<file path="config.mk">
export PLATFORM = sky130hd
export DESIGN_NAME = direct_access_symbol_table_top
export DESIGN_NICKNAME = d
export VERILOG_FILES = /design/src/rtl/dast_pkg.sv /design/src/rtl/dast_rank.sv /design/src/rtl/direct_access_symbol_table_top.sv
export VERILOG_INCLUDE_DIRS = /design/src /design/src/rtl
export SDC_FILE = /design/constraint.sdc
export NUM_CORES = 2
export LEC_CHECK = 0
export ABC_AREA = 1
export BUFFER_PORTS_ARGS = -buffer_cell sky130_fd_sc_hd__buf_4
export CELL_PAD_IN_SITES_DETAIL_PLACEMENT = 0
export CELL_PAD_IN_SITES_GLOBAL_PLACEMENT = 1
export CORE_UTILIZATION = 46
export DETAILED_ROUTE_END_ITERATION = 8
export PLACE_DENSITY_LB_ADDON = 0.1
export SYNTH_ARGS = -nofsm -noshare
export SYNTH_HDL_FRONTEND = slang
export SYNTH_SLANG_ARGS = --single-unit
</file>
<file path="constraint.sdc">
create_clock -name clk -period 6.1 [get_ports clk]
set_clock_uncertainty 0.15 [all_clocks]
set_input_delay 0.915 -clock clk [delete_from_list [all_inputs] [get_ports clk]]
set_output_delay 0.915 -clock clk [all_outputs]
set_load 0.02 [all_outputs]
</file>
<file path="src/rtl/direct_access_symbol_table_top_assert.svh">
// ============================================================================
// Assertion macros for the direct-address symbol table
// Clocked property wrappers; each expects clk and rst_n in scope.
// ============================================================================
`ifndef DIRECT_ACCESS_SYMBOL_TABLE_TOP_ASSERT_SVH
`define DIRECT_ACCESS_SYMBOL_TABLE_TOP_ASSERT_SVH

// checked outside reset only
`define DAST_ASSERT(lbl, prop, msg) \
    lbl: assert property (@(posedge clk) disable iff (!rst_n) prop) else $error(msg);

// checked at every edge, reset included
`define DAST_ASSERT_ALWAYS(lbl, prop, msg) \
    lbl: assert property (@(posedge clk) prop) else $error(msg);

`endif

</file>
<file path="src/rtl/dast_pkg.sv">
// ============================================================================
// dast_pkg
// Shared types and constants of the direct-address symbol table.
// ============================================================================
`default_nettype none

package dast_pkg;

    localparam int DEFAULT_SLOTS      = 64;
    localparam int DEFAULT_VALUE_BITS = 32;

    localparam int FUNC_BITS       = 2;
    localparam int KEY_BITS        = 6;
    localparam int VALUE_PORT_BITS = 32;
    localparam int RANK_BITS       = 6;
    localparam int OCC_BITS        = 7;
    localparam int GROUP_BITS      = 8;

    localparam int IN_DATA_BITS  = 48;
    localparam int OUT_DATA_BITS = 48;

    localparam int KEY_LSB   = 0;
    localparam int VALUE_LSB = KEY_LSB + KEY_BITS;
    localparam int RANK_LSB  = VALUE_LSB + VALUE_PORT_BITS;
    localparam int OCC_LSB   = VALUE_LSB + VALUE_PORT_BITS;

    typedef enum logic [FUNC_BITS-1:0] {
        FUNC_INSERT = 2'd0,
        FUNC_SEARCH = 2'd1,
        FUNC_DELETE = 2'd2,
        FUNC_SELECT = 2'd3
    } func_t;

    typedef struct packed {
        logic                done;
        logic                found;
        logic [KEY_BITS-1:0] key;
    } sel_res_t;

endpackage

`default_nettype wire

</file>
<file path="src/rtl/dast_rank.sv">
// ============================================================================
// dast_rank
// Rank select over the full marks: group popcounts, group walk, bit walk.
// ============================================================================
`default_nettype none

module dast_rank #(
    parameter int LIVE = 64
) (
    input  logic                           clk,
    input  logic                           rst_n,
    input  logic                           start,
    input  logic [LIVE-1:0]                full,
    input  logic [dast_pkg::RANK_BITS-1:0] rank,
    output dast_pkg::sel_res_t             res
);
    import dast_pkg::*;

    localparam int NG   = (LIVE + GROUP_BITS - 1) / GROUP_BITS;
    localparam int PW   = NG * GROUP_BITS;
    localparam int GW   = (NG > 1) ? $clog2(NG) : 1;
    localparam int CNTW = $clog2(GROUP_BITS + 1);
    localparam int SUBW = $clog2(GROUP_BITS);

    logic [PW-1:0]         padded;
    logic [CNTW-1:0]       cnt_next [NG];
    logic [CNTW-1:0]       cnt_reg  [NG];
    logic [RANK_BITS-1:0]  rank_reg;
    logic                  st1_reg;
    logic                  st2_reg;
    logic [GW-1:0]         grp_next;
    logic [GW-1:0]         grp_reg;
    logic [SUBW-1:0]       sub_next;
    logic [SUBW-1:0]       sub_reg;
    logic                  found_next;
    logic                  found_reg;
    logic [GROUP_BITS-1:0] grp_bits;
    logic                  bit_hit;
    logic [SUBW-1:0]       bit_idx;

    assign padded = PW'(full);

    always_comb
    begin
        for (int g = 0; g < NG; g++)
        begin
            cnt_next[g] = '0;
            for (int b = 0; b < GROUP_BITS; b++)
            begin
                cnt_next[g] = cnt_next[g] + CNTW'(padded[g*GROUP_BITS + b]);
            end
        end
    end

    always_comb
    begin
        logic [OCC_BITS-1:0] run;
        run        = '0;
        grp_next   = '0;
        sub_next   = '0;
        found_next = 1'b0;
        for (int g = 0; g < NG; g++)
        begin
            if (!found_next && (OCC_BITS'(rank_reg) < run + OCC_BITS'(cnt_reg[g])))
            begin
                found_next = 1'b1;
                grp_next   = GW'(g);
                sub_next   = SUBW'(OCC_BITS'(rank_reg) - run);
            end
            run = run + OCC_BITS'(cnt_reg[g]);
        end
    end

    assign grp_bits = padded[grp_reg*GROUP_BITS +: GROUP_BITS];

    always_comb
    begin
        logic [CNTW-1:0] seen;
        seen    = '0;
        bit_hit = 1'b0;
        bit_idx = '0;
        for (int b = 0; b < GROUP_BITS; b++)
        begin
            if (grp_bits[b] && !bit_hit && (seen == CNTW'(sub_reg)))
            begin
                bit_hit = 1'b1;
                bit_idx = SUBW'(b);
            end
            seen = seen + CNTW'(grp_bits[b]);
        end
    end

    always_ff @(posedge clk or negedge rst_n)
    begin
        if (!rst_n)
        begin
            st1_reg <= 1'b0;
            st2_reg <= 1'b0;
        end
        else
        begin
            st1_reg <= start;
            st2_reg <= st1_reg;
        end
    end

    always_ff @(posedge clk)
    begin
        if (start)
        begin
            cnt_reg  <= cnt_next;
            rank_reg <= rank;
        end
        if (st1_reg)
        begin
            grp_reg   <= grp_next;
            sub_reg   <= sub_next;
            found_reg <= found_next;
        end
    end

    assign res.done  = st2_reg;
    assign res.found = found_reg && bit_hit;
    assign res.key   = KEY_BITS'({grp_reg, bit_idx});

endmodule

`default_nettype wire

</file>
<file path="src/rtl/direct_access_symbol_table_top.sv">
// ============================================================================
// direct_access_symbol_table_top
// Sequence: insert, delete and search are registered, then wait for a free output;
// select runs popcount, group walk, bit walk with value read, then the result.
// Flow: one transaction at a time; a new item is taken only in idle, after the last
// result is loaded into the output registers, so a stalled output delays the next item.
// Reset: all full marks and the count clear at once; values stay unwritten.
// ============================================================================
`default_nettype none

module direct_access_symbol_table_top #(
    parameter int SLOTS      = dast_pkg::DEFAULT_SLOTS,
    parameter int VALUE_BITS = dast_pkg::DEFAULT_VALUE_BITS
) (
    input  logic                               clk,
    input  logic                               rst_n,
    input  logic                               s_tvalid,
    output logic                               s_tready,
    // slot_key, item_value, rank
    input  logic [dast_pkg::IN_DATA_BITS-1:0]  s_tdata,
    // func
    input  logic [dast_pkg::FUNC_BITS-1:0]     s_tuser,
    output logic                               m_tvalid,
    input  logic                               m_tready,
    // found_key, found_value, occupied
    output logic [dast_pkg::OUT_DATA_BITS-1:0] m_tdata,
    // hit
    output logic [0:0]                         m_tuser
);
    import dast_pkg::*;

    localparam int LIVE = (SLOTS < (2 ** KEY_BITS)) ? SLOTS : (2 ** KEY_BITS);
    localparam int LAW  = $clog2(LIVE);
    localparam int CW   = $clog2(LIVE + 1);

    typedef enum logic [2:0] {
        ST_IDLE = 3'b001,
        ST_SEL  = 3'b010,
        ST_WAIT = 3'b100
    } state_t;

    state_t                     state_reg;
    state_t                     state_next;
    logic [LIVE-1:0]            full_reg;
    logic [LIVE-1:0]            full_next;
    logic [CW-1:0]              count_reg;
    logic [CW-1:0]              count_next;
    logic [VALUE_BITS-1:0]      mem [LIVE];
    logic [VALUE_BITS-1:0]      rdata_reg;
    logic                       mem_we;
    logic                       mem_re;
    logic [LAW-1:0]             mem_addr;
    logic                       accept;
    func_t                      func;
    logic [KEY_BITS-1:0]        key_in;
    logic [LAW-1:0]             key_addr;
    logic                       in_range;
    logic [RANK_BITS-1:0]       rank_in;
    logic [VALUE_BITS-1:0]      wdata;
    sel_res_t                   sel;
    logic                       res_hit_reg;
    logic                       res_hit_next;
    logic [KEY_BITS-1:0]        res_key_reg;
    logic [KEY_BITS-1:0]        res_key_next;
    logic                       out_free;
    logic                       out_load;
    logic                       m_tvalid_reg;
    logic                       out_hit_reg;
    logic [KEY_BITS-1:0]        out_key_reg;
    logic [VALUE_PORT_BITS-1:0] out_value_reg;
    logic [OCC_BITS-1:0]        out_occ_reg;

    assign s_tready = (state_reg == ST_IDLE);
    assign accept   = s_tvalid && s_tready;
    assign func     = func_t'(s_tuser);
    assign key_in   = s_tdata[KEY_LSB +: KEY_BITS];
    assign key_addr = key_in[LAW-1:0];
    assign rank_in  = s_tdata[RANK_LSB +: RANK_BITS];
    assign wdata    = VALUE_BITS'(s_tdata[VALUE_LSB +: VALUE_PORT_BITS]);
    assign in_range = (KEY_BITS+1)'(key_in) < (KEY_BITS+1)'(LIVE);

    dast_rank #(
        .LIVE (LIVE)
    ) u_rank (
        .clk   (clk),
        .rst_n (rst_n),
        .start (accept && (func == FUNC_SELECT)),
        .full  (full_reg),
        .rank  (rank_in),
        .res   (sel)
    );

    assign mem_we   = accept && (func == FUNC_INSERT) && in_range;
    assign mem_re   = (accept && (func == FUNC_SEARCH)) || sel.done;
    assign mem_addr = sel.done ? sel.key[LAW-1:0] : key_addr;

    always_ff @(posedge clk)
    begin
        if (mem_we)
        begin
            mem[mem_addr] <= wdata;
        end
        if (mem_re)
        begin
            rdata_reg <= mem[mem_addr];
        end
    end

    always_comb
    begin
        full_next  = full_reg;
        count_next = count_reg;
        if (accept && in_range)
        begin
            case (func)
                FUNC_INSERT:
                begin
                    full_next[key_addr] = 1'b1;
                    if (!full_reg[key_addr])
                    begin
                        count_next = count_reg + 1'b1;
                    end
                end
                FUNC_DELETE:
                begin
                    full_next[key_addr] = 1'b0;
                    if (full_reg[key_addr])
                    begin
                        count_next = count_reg - 1'b1;
                    end
                end
                default:
                begin
                    full_next  = full_reg;
                    count_next = count_reg;
                end
            endcase
        end
    end

    assign out_free = !m_tvalid_reg || m_tready;
    assign out_load = (state_reg == ST_WAIT) && out_free;

    always_comb
    begin
        state_next   = state_reg;
        res_hit_next = res_hit_reg;
        res_key_next = res_key_reg;
        case (state_reg)
            ST_IDLE:
            begin
                if (accept)
                begin
                    res_hit_next = (func == FUNC_SEARCH) && in_range && full_reg[key_addr];
                    res_key_next = key_in;
                    state_next   = (func == FUNC_SELECT) ? ST_SEL : ST_WAIT;
                end
            end
            ST_SEL:
            begin
                if (sel.done)
                begin
                    res_hit_next = sel.found;
                    res_key_next = sel.key;
                    state_next   = ST_WAIT;
                end
            end
            ST_WAIT:
            begin
                if (out_free)
                begin
                    state_next = ST_IDLE;
                end
            end
            default:
            begin
                state_next = ST_IDLE;
            end
        endcase
    end

    always_ff @(posedge clk or negedge rst_n)
    begin
        if (!rst_n)
        begin
            state_reg    <= ST_IDLE;
            full_reg     <= '0;
            count_reg    <= '0;
            m_tvalid_reg <= 1'b0;
        end
        else
        begin
            state_reg <= state_next;
            full_reg  <= full_next;
            count_reg <= count_next;
            if (out_load)
            begin
                m_tvalid_reg <= 1'b1;
            end
            else if (m_tready)
            begin
                m_tvalid_reg <= 1'b0;
            end
        end
    end

    always_ff @(posedge clk)
    begin
        res_hit_reg <= res_hit_next;
        res_key_reg <= res_key_next;
        if (out_load)
        begin
            out_hit_reg   <= res_hit_reg;
            out_key_reg   <= res_hit_reg ? res_key_reg : '0;
            out_value_reg <= res_hit_reg ? VALUE_PORT_BITS'(rdata_reg) : '0;
            out_occ_reg   <= OCC_BITS'(count_reg);
        end
    end

    assign m_tvalid = m_tvalid_reg;
    assign m_tuser  = out_hit_reg;
    assign m_tdata  = OUT_DATA_BITS'({out_occ_reg, out_value_reg, out_key_reg});

`include "direct_access_symbol_table_top_assert.svh"

    `DAST_ASSERT(a_count_bound, (count_reg <= CW'(LIVE)), "full count exceeds slots")
    `DAST_ASSERT_ALWAYS(a_reset_idle, (!rst_n) |=> (state_reg == ST_IDLE), "not idle after reset")
    `DAST_ASSERT(a_insert_marks, (accept && (func == FUNC_INSERT) && in_range) |=> full_reg[$past(key_addr)], "insert did not mark slot full")
    `DAST_ASSERT(a_miss_zero, (m_tvalid && !m_tuser[0]) |-> ((out_key_reg == '0) && (out_value_reg == '0)), "miss result carries data")
    `DAST_ASSERT(a_sel_in_sel, sel.done |-> (state_reg == ST_SEL), "rank result outside select")

endmodule

`default_nettype wire
</file>
==> metrics.sh <==
CLK_PIN_SLEW_NS=0.06
YOSYS.CELL_TYPES.COUNT=54
SYNTH.FF_LATCH_COUNT=2255
CTSLONGESTPATHBUFFERS=3
VIOLATIONS='setup timing'
WORST_EP_REQUIRED_TIME_NS=6.53
YOSYSSEQAREASHARE=0.6659
MAXIMUM_CLOCK_RATE_MHz=155.1
MAX-VDD-IR-DROP_uV=592.1
GLOBALROUTETOTALUTIL=0.2803
ANT_NETS=0
FIRST_GLOBAL_VIAS=69360
STARTING_DENSITY_OF_THE_CORE=0.4642
FINALNETCOUNT=10830
HOLD_PATH_CLASS='input pin to asynchronous set/reset pin'
HPWLAFTERDP_UM=186600
NUMCLOCKSINKS=2255
ROUTE.DETAILED.DRC=0
WORST_CASE_SETUP_MARGIN_IN_THE_FINAL_LAYOUT_NS=-0.3487
ROUTED_WL_UM=329800
YS_TOP_CELLS_BY_COUNT='5075 x sky130_fd_sc_hd__nand2_1, 2178 x sky130_fd_sc_hd__edfxtp_1, 1088 x sky130_fd_sc_hd__nand3_1, 329 x sky130_fd_sc_hd__buf_2, 273 x sky130_fd_sc_hd__inv_1'
YOSYSWARNINGS=0
TOP_LEVEL_PORTS=105
GRT_START_MAX_NET_PINS=171
COUNT_OF_BUFFERS_INSERTED_AT_THE_TOP_LEVEL_PORTS=97
CLOCKROOTBUFFER='sky130_fd_sc_hd__clkbuf_16'
REGTOREGSTARTPOINT='u_rank.cnt_reg[28]'
R2R-END='u_rank.grp_reg[1]'
POST_SYNTH_INSTANCE_AREA_UM2=101100
CP.ARRIVAL_NS=6.88
CTS_MADE_BUFFERS=235
SETUP_VIOL=602
SETUP_REPAIR_AFTER_GLOBAL_ROUTING_MISSED_ITS_MARGIN='yes'
TIMING_HOLD_VIOLATIONS_FINAL=0
MULTI_INPUT_COMB_AREA_UM2=32340
POSTSYNTHCELLCOUNT=10040
REGISTER_AREA_UM2=67330
DIE_HEIGHT_UM=470.8
POST-SYNTH-TOP-AREA-CELL='sky130_fd_sc_hd__edfxtp_1'
LARGEST_REGISTER_FF_COUNT=2048
CTS_TREE='yes'
INITIAL_DRT_MARKERS=7804
DRV_CAP=0
GRT_MOST_USED_LAYER='met2'
FILLCELLCOUNT=18480
DETAILED_ROUTING_ITERATION_COUNT_FOR_THE_PRE_ANTENNA_REPAIR_PASS=6
DRT-WIRELENGTH-PER-CELL_UM=24.13
WORST_PATH_MAX_DELAY_CELL='sky130_fd_sc_hd__fa_2'
POST-ROUTE-PERIOD-UTIL=1.057
CRITPATHMAXSTAGEDELAY_NS=0.62
WORSTSKEWPAIRLATENCY_NS=0.87
TOP_REGISTER='mem'
SYNTH.TOP_CELLS.BY_AREA='sky130_fd_sc_hd__edfxtp_1 65%, sky130_fd_sc_hd__nand2_1 19%, sky130_fd_sc_hd__nand3_1 5.4%'
DIEAREA_UM2=221700
DETAIL_ROUTE.VIAS_PER_CELL=5.465
LAYOUTNONFILLERINSTCOUNT=13670
DIE_X_UM=470.8
AREA_GROWTH_FROM_SYNTHESIS_TO_LAYOUT_PCT=22.65
YS.FLOP_TYPE='sky130_fd_sc_hd__edfxtp_1'
SYNTHMOSTINSTANTIATEDCELL='sky130_fd_sc_hd__nand2_1'
FINAL_LAYOUT_SIZE_SUFFIX_GT1_FRAC=0.1609
STATIC_POWER_DUE_TO_LEAKAGE_nW=52.13
GRT_UTIL_MET2=0.4475
LAYOUT_MIN_CYCLE_TIME_NS=6.449
POST-PLACE-CELLS=12990
TOP_AREA_CELL_TYPE_SHARE_OF_THE_NETLIST_AREA=0.6469
CRITICAL_PATH_CLASS='register to register'
AVGSYNTHCELLAREA_UM2=10.08
OUTCOME='finished, violations left'
GLOBALROUTEMET1UTIL=0.4083
HTREE_NUM_LEVELS=4
CORE_UM2=217800
GRT_FIRST_PASS_WIRELENGTH_UM=462400
BIGGEST_FANOUT_ALONG_THE_WORST_TIMING_PATH=4
GP_CONGESTION=0.8646
POWER_DENSITY_nW_PER_UM2=358.6
SLEW_VIOLATIONS=0
RRSETUPSLACK_NS=-0.35
REG2REGPATHDEPTH=31
CRIT_PATH_END_KIND='register'
SYNTH_EDF_COUNT=2178
ROUTED-VIA-COUNT=74680
P_TOTAL_W=0.04448
FINAL_UTIL=0.5694
STARTPOINT_TYPE='register'
ANTENNA_FOUND_INITIAL=4
POSTSYNTH.ASYNCRESETSHARE=0.03415
GROUTE.LAYER.MET3.USAGE=0.03237
TOTAL_GLOBAL_ROUTING_OVERFLOW=0
PLACEMENTROWS=171
WORST-SLEW-PIN-TRANSITION_NS=1.161
MAX-SLEW-MARGIN-REL=0.2263
[layout make-up]
type                    instances  area share
multi-input cells            6927      0.2608
well taps                    2854     0.02880
clock buffers                 299     0.05046
inverters                     285    0.008960
clock inverters               130    0.007577
diodes                          5   0.0001009
repair inverters                2   0.0001312
flip-flops and latches       2255      0.5429
repair buffers                908      0.1002
[critical path, delay by kind of cell (launching register included)]
kind,cells,cell delay (ns)
adders and majority gates,9,3.32
AOI/OAI and AO/OA,4,0.60
and+or+nand+nor,14,1.49
buffers and inverters,4,0.21
DFF,1,0.39
[power breakdown]
group | internal [W] | leakage (nW) | switching, W
combinational | 0.00544 | 28.0 | 0.00780
sequential | 0.0174 | 20.6 | 0.000184
clock | 0.00771 | 3.51 | 0.00598
total | 0.0305 | 52.1 | 0.0140
[kinds of logic after synthesis]
logic type / count (synthesis) / synth area share
buffers and inverters: 855 / 0.03704
and+or+nand+nor: 6472 / 0.2553
adders and majority gates: 157 / 0.02307
other: 1 / 0.00003709
xor gates and xnor gates: 51 / 0.004641
DFF: 2255 / 0.6659
AOI/OAI and AO/OA: 244 / 0.01396
[what timing repair did]
action | CTS | global route
hold buffers | 0 | 0
gates cloned | 24 | 90
endpoints found under the setup margin | 2087 | 2086
buffers inserted | 44 | 91
resized for setup | 172 | 580
pin swaps | 40 | 224
[placed cells by master, fill, tap and decap left out, drive strengths merged, types with 24 or more instances in the layout]
master | netlist | layout
ha | 108 | 108
edfxtp | 2178 | 2178
inv | 280 | 285
xnor2 | 27 | 27
nand3 | 1092 | 1092
nor2 | 249 | 249
o21ai | 50 | 50
dfrtp | 76 | 76
nor3 | 25 | 25
a21oi | 109 | 109
fa | 49 | 49
a31oi | 30 | 30
buf | 381 | 835
nand2 | 5076 | 5076
clkbuf | 189 | 367
clkinv | 5 | 116
xor2 | 24 | 24
[layer usage]
metal	vias to the layer above	routed length (um)
met1	37060	144800
met4	0	8182
li1	34600	-
met2	2626	155100
met5	-	0
met3	390	21740
[through the flow]
step / TNS [ns] / setup slack, ns / hold WS (ns) / area (um2)
final: -27.26 / -0.3487 / 0.07891 / 124000
after global routing: -302.91 / -0.6188 / 0.03989 / 124000
after CTS: -2.214 / -0.3480 / 0.02846 / 119200
after detailed placement: -871.10 / -0.7708 / 0.2827 / 110200
after global placement: -815.54 / -0.7176 / 0.2851 / 110200
after floorplan: -444.74 / -0.2438 / 0.2749 / 101400
[how the worst max path moves through the flow]
| stage | from | endpoint | slack [ns] | depth (start not counted) |
|---|---|---|---|---|
| finish | u_rank.cnt_reg[28] | u_rank.grp_reg[1] | -0.35 | 31 |
| global route | u_rank.cnt_reg[28] | u_rank.grp_reg[2] | -0.62 | 30 |
| CTS | u_rank.cnt_reg[28] | u_rank.grp_reg[1] | -0.35 | 31 |
| detailed placement | u_rank.cnt_reg[28] | u_rank.grp_reg[1] | -0.77 | 34 |
| global placement | u_rank.cnt_reg[28] | u_rank.grp_reg[1] | -0.72 | 33 |
| floorplan | u_rank.grp_reg[0] | mem[14][0] | -0.24 | 27 |
Note: power is estimated with default switching activity, not from simulation.
